[src/rtl/pcs_pkg.sv]
// Package for the precharge / contactor sequencer.
// Holds mode and status codes, sequence phases, relay bit positions and the state struct.
// No dependencies.
package pcs_pkg;

  typedef enum logic [1:0] {
    MODE_IDLE   = 2'd0,
    MODE_DRIVE  = 2'd1,
    MODE_CHARGE = 2'd2,
    MODE_FAULT  = 2'd3
  } mode_e;

  typedef enum logic [2:0] {
    ST_NONE         = 3'd0,
    ST_DRIVE_GOOD   = 3'd1,
    ST_CHG_GOOD     = 3'd2,
    ST_CHG_COMPLETE = 3'd3,
    ST_DRIVE_FAULT  = 3'd4,
    ST_CHG_FAULT    = 3'd5
  } status_e;

  // Sequence phases; zero means the sequence is done.
  localparam logic [2:0] PH_DONE   = 3'd0;
  localparam logic [2:0] PH_STEP_1 = 3'd1;
  localparam logic [2:0] PH_STEP_2 = 3'd2;
  localparam logic [2:0] PH_STEP_3 = 3'd3;
  localparam logic [2:0] PH_STEP_4 = 3'd4;

  // Relay drive bit positions.
  localparam int unsigned RLY_NEG = 0;
  localparam int unsigned RLY_POS = 1;
  localparam int unsigned RLY_PRE = 2;
  localparam int unsigned RLY_CHG = 3;

  localparam int unsigned TimeW = 16;

  // Configuration register indexes.
  localparam logic [1:0] CFG_PRECHARGE  = 2'd0;
  localparam logic [1:0] CFG_SETTLE     = 2'd1;
  localparam logic [1:0] CFG_FAULT_HOLD = 2'd2;

  localparam logic [TimeW-1:0] PRECHARGE_RST  = 16'd50;
  localparam logic [TimeW-1:0] SETTLE_RST     = 16'd1;
  localparam logic [TimeW-1:0] FAULT_HOLD_RST = 16'd50;

  typedef struct packed {
    mode_e            mode;
    logic [2:0]       phase;
    logic [TimeW-1:0] wait_cnt;
    status_e          status;
    logic [3:0]       relay;
  } seq_state_t;

  typedef struct packed {
    logic [TimeW-1:0] precharge_ticks;
    logic [TimeW-1:0] settle_ticks;
    logic [TimeW-1:0] fault_hold_ticks;
  } seq_cfg_t;

endpackage

[src/rtl/pcs_step.sv]
// Next-state logic of the sequencer for one tick.
// Depends on pcs_pkg.
module pcs_step (
  input  pcs_pkg::seq_state_t cur_i,
  input  pcs_pkg::seq_cfg_t   cfg_i,
  input  logic                ce_i,
  input  logic                de_i,
  input  logic                cp_i,
  output pcs_pkg::seq_state_t nxt_o
);
  import pcs_pkg::*;

  logic running;
  logic wait_zero;

  assign wait_zero = (cur_i.wait_cnt == '0);
  assign running   = ((cur_i.phase == PH_DONE) || (cur_i.phase > PH_STEP_2)) && wait_zero;

  always_comb begin
    nxt_o = cur_i;
    case (cur_i.mode)
      MODE_IDLE: begin
        nxt_o.relay = '0;
        if (ce_i && de_i && !cp_i) begin
          nxt_o.mode     = MODE_DRIVE;
          nxt_o.phase    = PH_STEP_1;
          nxt_o.wait_cnt = '0;
        end else if (ce_i && cp_i) begin
          nxt_o.mode     = MODE_CHARGE;
          nxt_o.phase    = PH_STEP_1;
          nxt_o.wait_cnt = '0;
        end
      end
      MODE_DRIVE: begin
        if (!(ce_i && de_i)) begin
          nxt_o.relay    = '0;
          nxt_o.mode     = MODE_FAULT;
          nxt_o.phase    = PH_DONE;
          nxt_o.wait_cnt = cfg_i.fault_hold_ticks;
          nxt_o.status   = ST_DRIVE_FAULT;
        end else if (!wait_zero) begin
          nxt_o.wait_cnt = cur_i.wait_cnt - 1'b1;
        end else begin
          case (cur_i.phase)
            PH_STEP_1: begin
              nxt_o.relay[RLY_NEG] = 1'b1;
              nxt_o.wait_cnt       = cfg_i.settle_ticks;
              nxt_o.phase          = PH_STEP_2;
            end
            PH_STEP_2: begin
              nxt_o.relay[RLY_PRE] = 1'b1;
              nxt_o.wait_cnt       = cfg_i.precharge_ticks;
              nxt_o.phase          = PH_STEP_3;
            end
            PH_STEP_3: begin
              nxt_o.relay[RLY_POS] = 1'b1;
              nxt_o.wait_cnt       = cfg_i.settle_ticks;
              nxt_o.phase          = PH_STEP_4;
            end
            PH_STEP_4: begin
              nxt_o.relay[RLY_PRE] = 1'b0;
              nxt_o.wait_cnt       = cfg_i.settle_ticks;
              nxt_o.phase          = PH_DONE;
            end
            default: begin
              nxt_o.phase  = PH_DONE;
              nxt_o.status = ST_DRIVE_GOOD;
            end
          endcase
        end
      end
      MODE_CHARGE: begin
        if (running) begin
          nxt_o.phase = PH_DONE;
          if (!ce_i) begin
            nxt_o.relay    = '0;
            nxt_o.mode     = MODE_FAULT;
            nxt_o.wait_cnt = cfg_i.fault_hold_ticks;
            nxt_o.status   = ST_CHG_FAULT;
          end else if (!cp_i) begin
            // charger gone: charge finished, drop back to idle
            nxt_o.relay  = '0;
            nxt_o.status = ST_CHG_COMPLETE;
            nxt_o.mode   = MODE_IDLE;
          end else begin
            nxt_o.status = ST_CHG_GOOD;
          end
        end else if (!(ce_i && cp_i)) begin
          nxt_o.relay    = '0;
          nxt_o.mode     = MODE_FAULT;
          nxt_o.phase    = PH_DONE;
          nxt_o.wait_cnt = cfg_i.fault_hold_ticks;
          nxt_o.status   = ST_CHG_FAULT;
        end else if (!wait_zero) begin
          nxt_o.wait_cnt = cur_i.wait_cnt - 1'b1;
        end else if (cur_i.phase == PH_STEP_1) begin
          nxt_o.relay[RLY_NEG] = 1'b1;
          nxt_o.wait_cnt       = cfg_i.settle_ticks;
          nxt_o.phase          = PH_STEP_2;
        end else begin
          nxt_o.relay[RLY_CHG] = 1'b1;
          nxt_o.wait_cnt       = cfg_i.settle_ticks;
          nxt_o.phase          = PH_DONE;
        end
      end
      default: begin
        nxt_o.relay = '0;
        if (!wait_zero) begin
          nxt_o.wait_cnt = cur_i.wait_cnt - 1'b1;
        end else if (ce_i && de_i) begin
          nxt_o.mode   = MODE_IDLE;
          nxt_o.phase  = PH_DONE;
          nxt_o.status = ST_DRIVE_GOOD;
        end
      end
    endcase
  end

endmodule

[src/rtl/precharge_contactor_sequencer.sv]
// Precharge / contactor sequencer top level: input register, state, result register.
// Depends on pcs_pkg and pcs_step.
// A tick's request waits in the input register; its result is then registered for m_axis.
// Throughput: one tick per cycle while m_axis_tready holds; the input register takes a request while a result waits.
// The state update is one pass of the pcs_step next-state logic between the registers.
// Reset: relays open, mode idle, status none, timing registers 50 / 1 / 50.
module precharge_contactor_sequencer (
  input  logic        clk_i,
  input  logic        rst_ni,
  input  logic        s_axis_tvalid,
  output logic        s_axis_tready,
  // [0] charge_enable, [1] discharge_enable, [2] charger_present, [7:3] zero
  input  logic [7:0]  s_axis_tdata,
  output logic        m_axis_tvalid,
  input  logic        m_axis_tready,
  // [0] relay_negative, [1] relay_positive, [2] relay_prechg, [3] relay_chg,
  // [5:4] mode_out, [8:6] status_out, [15:9] zero
  output logic [15:0] m_axis_tdata,
  input  logic        cfg_valid_i,
  output logic        cfg_ready_o,
  input  logic [1:0]  cfg_index_i,
  input  logic [15:0] cfg_data_i
);
  import pcs_pkg::*;

  logic       in_valid_q;
  logic [2:0] in_data_q;
  logic       out_valid_q;
  logic [8:0] out_data_q;
  logic       advance;

  seq_state_t st_q, st_d;
  seq_cfg_t   cfg_q;

  assign advance       = in_valid_q && (!out_valid_q || m_axis_tready);
  assign s_axis_tready = !in_valid_q || advance;
  assign cfg_ready_o   = 1'b1;

  always_ff @(posedge clk_i or negedge rst_ni) begin
    if (!rst_ni) begin
      cfg_q.precharge_ticks  <= PRECHARGE_RST;
      cfg_q.settle_ticks     <= SETTLE_RST;
      cfg_q.fault_hold_ticks <= FAULT_HOLD_RST;
    end else if (cfg_valid_i) begin
      case (cfg_index_i)
        CFG_PRECHARGE:  cfg_q.precharge_ticks  <= cfg_data_i;
        CFG_SETTLE:     cfg_q.settle_ticks     <= cfg_data_i;
        CFG_FAULT_HOLD: cfg_q.fault_hold_ticks <= cfg_data_i;
        default: ;
      endcase
    end
  end

  always_ff @(posedge clk_i or negedge rst_ni) begin
    if (!rst_ni) begin
      in_valid_q <= 1'b0;
    end else if (s_axis_tready) begin
      in_valid_q <= s_axis_tvalid;
    end
  end

  always_ff @(posedge clk_i) begin
    if (s_axis_tready && s_axis_tvalid) begin
      in_data_q <= s_axis_tdata[2:0];
    end
  end

  pcs_step u_step (
    .cur_i (st_q),
    .cfg_i (cfg_q),
    .ce_i  (in_data_q[0]),
    .de_i  (in_data_q[1]),
    .cp_i  (in_data_q[2]),
    .nxt_o (st_d)
  );

  always_ff @(posedge clk_i or negedge rst_ni) begin
    if (!rst_ni) begin
      st_q.mode     <= MODE_IDLE;
      st_q.phase    <= PH_DONE;
      st_q.wait_cnt <= '0;
      st_q.status   <= ST_NONE;
      st_q.relay    <= '0;
    end else if (advance) begin
      st_q <= st_d;
    end
  end

  always_ff @(posedge clk_i or negedge rst_ni) begin
    if (!rst_ni) begin
      out_valid_q <= 1'b0;
    end else if (advance) begin
      out_valid_q <= 1'b1;
    end else if (m_axis_tready) begin
      out_valid_q <= 1'b0;
    end
  end

  always_ff @(posedge clk_i) begin
    if (advance) begin
      out_data_q <= {st_d.status, st_d.mode, st_d.relay};
    end
  end

  assign m_axis_tvalid = out_valid_q;
  assign m_axis_tdata  = {7'd0, out_data_q};

`ifndef ASSERT_OFF
  a_fault_open: assert property (@(posedge clk_i) disable iff (!rst_ni)
    (st_q.mode == MODE_FAULT) |-> (st_q.relay == '0))
    else $error("relay closed in fault mode");

  a_idle_open: assert property (@(posedge clk_i) disable iff (!rst_ni)
    (st_q.mode == MODE_IDLE) |-> (st_q.relay == '0))
    else $error("relay closed in idle mode");

  a_pos_needs_neg: assert property (@(posedge clk_i) disable iff (!rst_ni)
    st_q.relay[RLY_POS] |-> st_q.relay[RLY_NEG])
    else $error("positive contactor closed without negative");

  a_chg_pos_excl: assert property (@(posedge clk_i) disable iff (!rst_ni)
    !(st_q.relay[RLY_POS] && st_q.relay[RLY_CHG]))
    else $error("charge and positive relays closed together");

  a_result_loaded: assert property (@(posedge clk_i) disable iff (!rst_ni)
    advance |=> (out_valid_q && (out_data_q[3:0] == st_q.relay)))
    else $error("result register does not match state after update");
`endif

endmodule

[config.mk]
export PLATFORM = sky130hd
export DESIGN_NAME = precharge_contactor_sequencer
export DESIGN_NICKNAME = d
export VERILOG_FILES = /design/src/rtl/pcs_pkg.sv /design/src/rtl/pcs_step.sv /design/src/rtl/precharge_contactor_sequencer.sv
export SDC_FILE = /design/constraint.sdc
export NUM_CORES = 1
export LEC_CHECK = 0
export BUFFER_PORTS_ARGS = -buffer_cell sky130_fd_sc_hd__buf_2
export CAP_MARGIN = 10
export CORE_MARGIN = 10
export CORE_UTILIZATION = 55
export CTS_BUF_LIST = sky130_fd_sc_hd__clkbuf_4
export DETAILED_ROUTE_END_ITERATION = 10
export GPL_ROUTABILITY_DRIVEN = 0
export PLACE_DENSITY = 0.75
export SLEW_MARGIN = 0
export SYNTH_ARGS = -nofsm -noshare
export SYNTH_HDL_FRONTEND = slang
export SYNTH_SLANG_ARGS = --single-unit
export TNS_END_PERCENT = 5
[constraint.sdc]
create_clock -name clk_i -period 4.6 [get_ports clk_i]
set_input_delay 0.92 -clock clk_i [delete_from_list [all_inputs] [get_ports clk_i]]
set_output_delay 0.92 -clock clk_i [all_outputs]
set_load 0.05 [all_outputs]
# Word-level counts from Yosys, hierarchy flattened

Cells that the tools add are included.
W data, S select, Z words.

Logic and storage cells: 99
Input bits: 31
Register bits after elaboration: 90

Add/subtract/negate cells: 1
Mux-type cells: 45
Eq/ne operators: 14
Reduce and logical (&&, ||, !) cells: 26
Magnitude comparators: 1

Operators by type and width:

| cell                    | number |
|---|---|
| $mux W16                | 4 |
| $pmux W21 S3            | 1 |
| $mux W21                | 2 |
| $pmux W16 S2            | 1 |
| $mux W28                | 1 |
| $mux W3                 | 9 |
| $mux W22                | 1 |
| $mux W19                | 1 |
| $mux W18                | 1 |
| $pmux W3 S3             | 2 |
| $logic_not A16 Y1       | 1 |
| $sub A16 B1 Y16 const B | 1 |
| $mux W1                 | 11 |
| $mux W2                 | 5 |
| $mux W5                 | 2 |
| $pmux W4 S2             | 1 |
| $reduce_bool A4 Y1      | 2 |
| $mux W7                 | 1 |
| $eq A3 B2 Y1 const B    | 2 |
| $logic_and A1 B1 Y1     | 6 |
| $reduce_and A2 Y1       | 3 |
| $reduce_and A6 Y1       | 1 |
| $ne A5 B5 Y1 const B    | 1 |
| $reduce_and A5 Y1       | 1 |
| other kinds (19)        | 26 |

# Longest topological paths before layout

Depth after elaboration: 6
Gate-level depth with buffers: 11
Mapped depth without buffers: 9

# Hierarchy

A second synthesis with hierarchy kept.

Cell total of the unflattened synthesis: 644
Area total of the unflattened synthesis: 6085.8 µm²

Modules (own cells, without submodules):

| module                        | sequential area each (µm²) | times used | area each (µm²) | cells each |
|---|---|---|---|---|
| precharge_contactor_sequencer | 2321.0                     | 1          | 3378.2          | 192 |
| pcs_step                      | 0.0                        | 1          | 2707.6          | 452 |

# Least setup slack after synthesis

No wires, ideal clock.

Kind: input-to-reg
Start: in cfg_index_i[0]
End: reg cfg_q[32] (netlist bit)
Slack: 2212 ps
Buffers on the path: 1
Arrival: 2264 ps
Stages: 3
Path through: nor3b_1 clkbuf_1 mux2_2

Cells in the longest elaborated chain, start to end: 2

RTL lines:

| item                        | RTL line                            | RTL |
|---|---|---|
| start, declared             | precharge_contactor_sequencer.sv:21 | `input logic [1:0] cfg_index_i,` |
| $logic_not A2 Y1            | precharge_contactor_sequencer.sv:45 | `case (cfg_index_i)` |
| $reduce_and A2 Y1 (no line) | n/a                                 |  |
| end, declared               | precharge_contactor_sequencer.sv:33 | `seq_cfg_t cfg_q;` |

Every way passes these cells.
A chain may end at the register's enable or synchronous reset.

==> metrics.cfg <==
[floorplanning]
die_area_sq_um=14370
io_pins=50
dieWidth_microns=119.9
fp.coreArea_sq_um=9729
placementRows=36
start_util_pct=56.40
fp.dieH_microns=119.9

[grt]
groute.usage.overall_pct=19.75
grt_overflow_total=0
antenna_found_initial=0
busiest_layer=met2
grt.met3_usage_pct=3.422
gr-usage-met1_pct=26.09
met2_usage_pct=31.53
grt_pass1_vias=4522
grt_pass1_wl_microns=23270
grt_max_degree=79

[clock_network]
cts_setup_buffers=0
cts_tree=yes
clock_tree.root_cell=clkbuf_4
cts_resized=0
clock_path_buffers=2
worstSkewPairLatency_ns=0.46
clk_pin_slew_ns=0.13
htreeDepth=3
cts_sinks=90
cts_hold_buf=0
cts_buffers=9

[detailed_routing]
avgViaCountPerCell=6.440
wl_microns=14210
drc=0
dr.pass1.iters=6
drt_iter0_markers=517
dr_total_vias=4688
ant_nets=0
avgRoutedWirePerCell_microns=19.52

[power_and_ir_drop]
ir_worst_vdd_mv=0.2605
seq_power_share_pct=39.5
power_frac_clock_pct=15.7
swShare_pct=43.68
power.switching_mw=1.374
leakagePower_nw=2.386
p_per_area_nw_per_um2=541.4
p_int_mw=1.771
p_comb_share_pct=44.7

[yosys]
synth_cells=579
syn_avg_cell_area_sq_um=9.478
synth-seq-cells=90
async_flop_share_pct=86.67
yosys_most_used_dff=dfrtp_1
synth_edf_count=12
yosysUniqueCellTypes=76
yosys_warnings=0
syn_area_sq_um=5488
ys_seq_area_share_pct=42.29

[sta]
rsz0062_at_grt=false
relSlewSlack_pct=24.52
setup_violations=0
tightest_slew_ns=1.128
report.final.hold_viol_count=0
min_period_over_period_pct=65.43
drv_slew=0
finalWorstSetupSlack_ns=1.590
fin_worst_skew_ns=0.01223
timing.fmax_ghz=0.3323
tns_ns=0
period_needed_ns=3.010

[placed_design]
portBuffers=36
placed_area_sq_um=5652
place_ws_ns=1.560
dp_hpwl_microns=9599

[run]
cap_viol_max_count=0

[outcome]
status=complete, no violations

[critical_path]
start_kind=flip-flop
cp_max_fo=13
path_class=reg2reg
crit_arrival_ns=3.32
cp.required_ns=4.91
setup.worst_path.end_class=flip-flop

[finish]
area_delta_synth_final_pct=5.860
final_cell_area_sq_um=5809
n_antenna_cell=0
nets=627
drive_gt1_share_pct=22.35

[hold_path]
min_path_type=reg2reg

critical path, cell delays in order (launching register included):
cell     delay [ns]
dfrtp_1        0.43
inv_1          0.13
ha_1           0.17
nor2b_1        0.27
nand4_1        0.33
nor2_2         0.54
buf_4          0.32
a31oi_1        0.10
o21ai_0        0.28
o21ai_0        0.12
a21oi_1        0.17
layout make-up:
class                           instances  area (sq um)
Tap cell                              133         166.4
Inverter                               11         41.29
Fill cell                             867          3920
Timing Repair Buffer                   41         220.2
Clock buffer                           12         90.09
Sequential cell                        90          2321
Clock inverter                          4         67.56
Multi-Input combinational cell        437          2903
placed cells by master (no fill, tap or decap), types with 13 or more instances in the layout:
| cell type | instances |
|---|---|
| buf_2 | 35 |
| nor2_1 | 33 |
| a21oi_1 | 53 |
| nor3_1 | 13 |
| nand2_1 | 56 |
| nand3_1 | 16 |
| mux2i_1 | 16 |
| o21ai_0 | 38 |
| a31oi_1 | 14 |
| mux2_2 | 49 |
| dfrtp_1 | 71 |
worst paths after layout:
kind | start | to | slack (ns) | depth (start not counted)
max | st_q[7] | out_data_q[6] | 1.59 | 10
min | in_valid_q | m_axis_tvalid | 0.51 | 1
max reg2reg | st_q[7] | out_data_q[6] | 1.59 | 10
min reg2reg | in_valid_q | m_axis_tvalid | 0.51 | 1
max in group asynchronous | rst_ni | cfg_q[3] | 3.33 | 1
min in group asynchronous | rst_ni | st_q[6] | 0.58 | 1
registers in the layout (all words and copies together) (netlist names):
register,flops
m_axis_tvalid,1
out_data_q,9
in_valid_q,1
st_q,28
in_data_q,3
cfg_q,48
kinds of logic (layout without fill, tap and decap cells):
family,count (synthesis),count (layout),share of synthesized area [%]
AO/OA/AOI/OAI,175,175,20.25
XOR/XNOR,8,8,1.277
adder cells (fa/ha/maj),6,6,1.368
buffers and inverters,58,68,5.313
flip-flops,90,90,42.29
multiplexers,66,66,13.22
other,2,8,0.1368
AND/OR/NAND/NOR,174,174,16.14
power groups by stage:
stage,sequential (mW),clock (mW),combinational (mW)
6_report,1.24,0.495,1.41
5_1_grt,1.27,0.540,1.54
4_1_cts,1.23,0.504,1.38
3_5_place_dp,1.25,0,1.37
3_3_place_gp,1.24,0,1.34
2_1_floorplan,1.21,0,1.10
synth_stat cells (7+ instances only):
cell / instances / area [sq um]
a21oi_1: 53 / 265.3
a22o_1: 7 / 61.31
a31oi_1: 14 / 87.58
buf_4: 12 / 90.09
clkbuf_1: 24 / 90.09
dfrtp_1: 71 / 1777
dfstp_2: 7 / 183.9
edfxtp_1: 12 / 360.4
inv_1: 11 / 41.29
mux2_2: 49 / 551.8
mux2i_1: 16 / 160.2
nand2_1: 56 / 210.2
nand3_1: 16 / 80.08
nor2_1: 33 / 123.9
nor3_1: 13 / 65.06
o21ai_0: 38 / 190.2
routing by layer:
layer | up-vias | part of all wire [%]
met5 | - | 0
met4 | 0 | 2.4
met3 | 37 | 7.2
met2 | 236 | 48
met1 | 2276 | 43
li1 | 2139 | -
stage by stage:
stage               power (mW)  hold slack [ns]  instances  utilization (%)
floorplan                2.312           0.4569        585                -
global placement         2.571           0.4757        712            58.09
detailed placement       2.623           0.4941        712            58.09
CTS                      3.121           0.5195        728            59.71
global route             3.350           0.5412        728            59.71
finish                   3.145           0.5145        728            59.71
No activity file was read; power rests on OpenSTA's default activity.
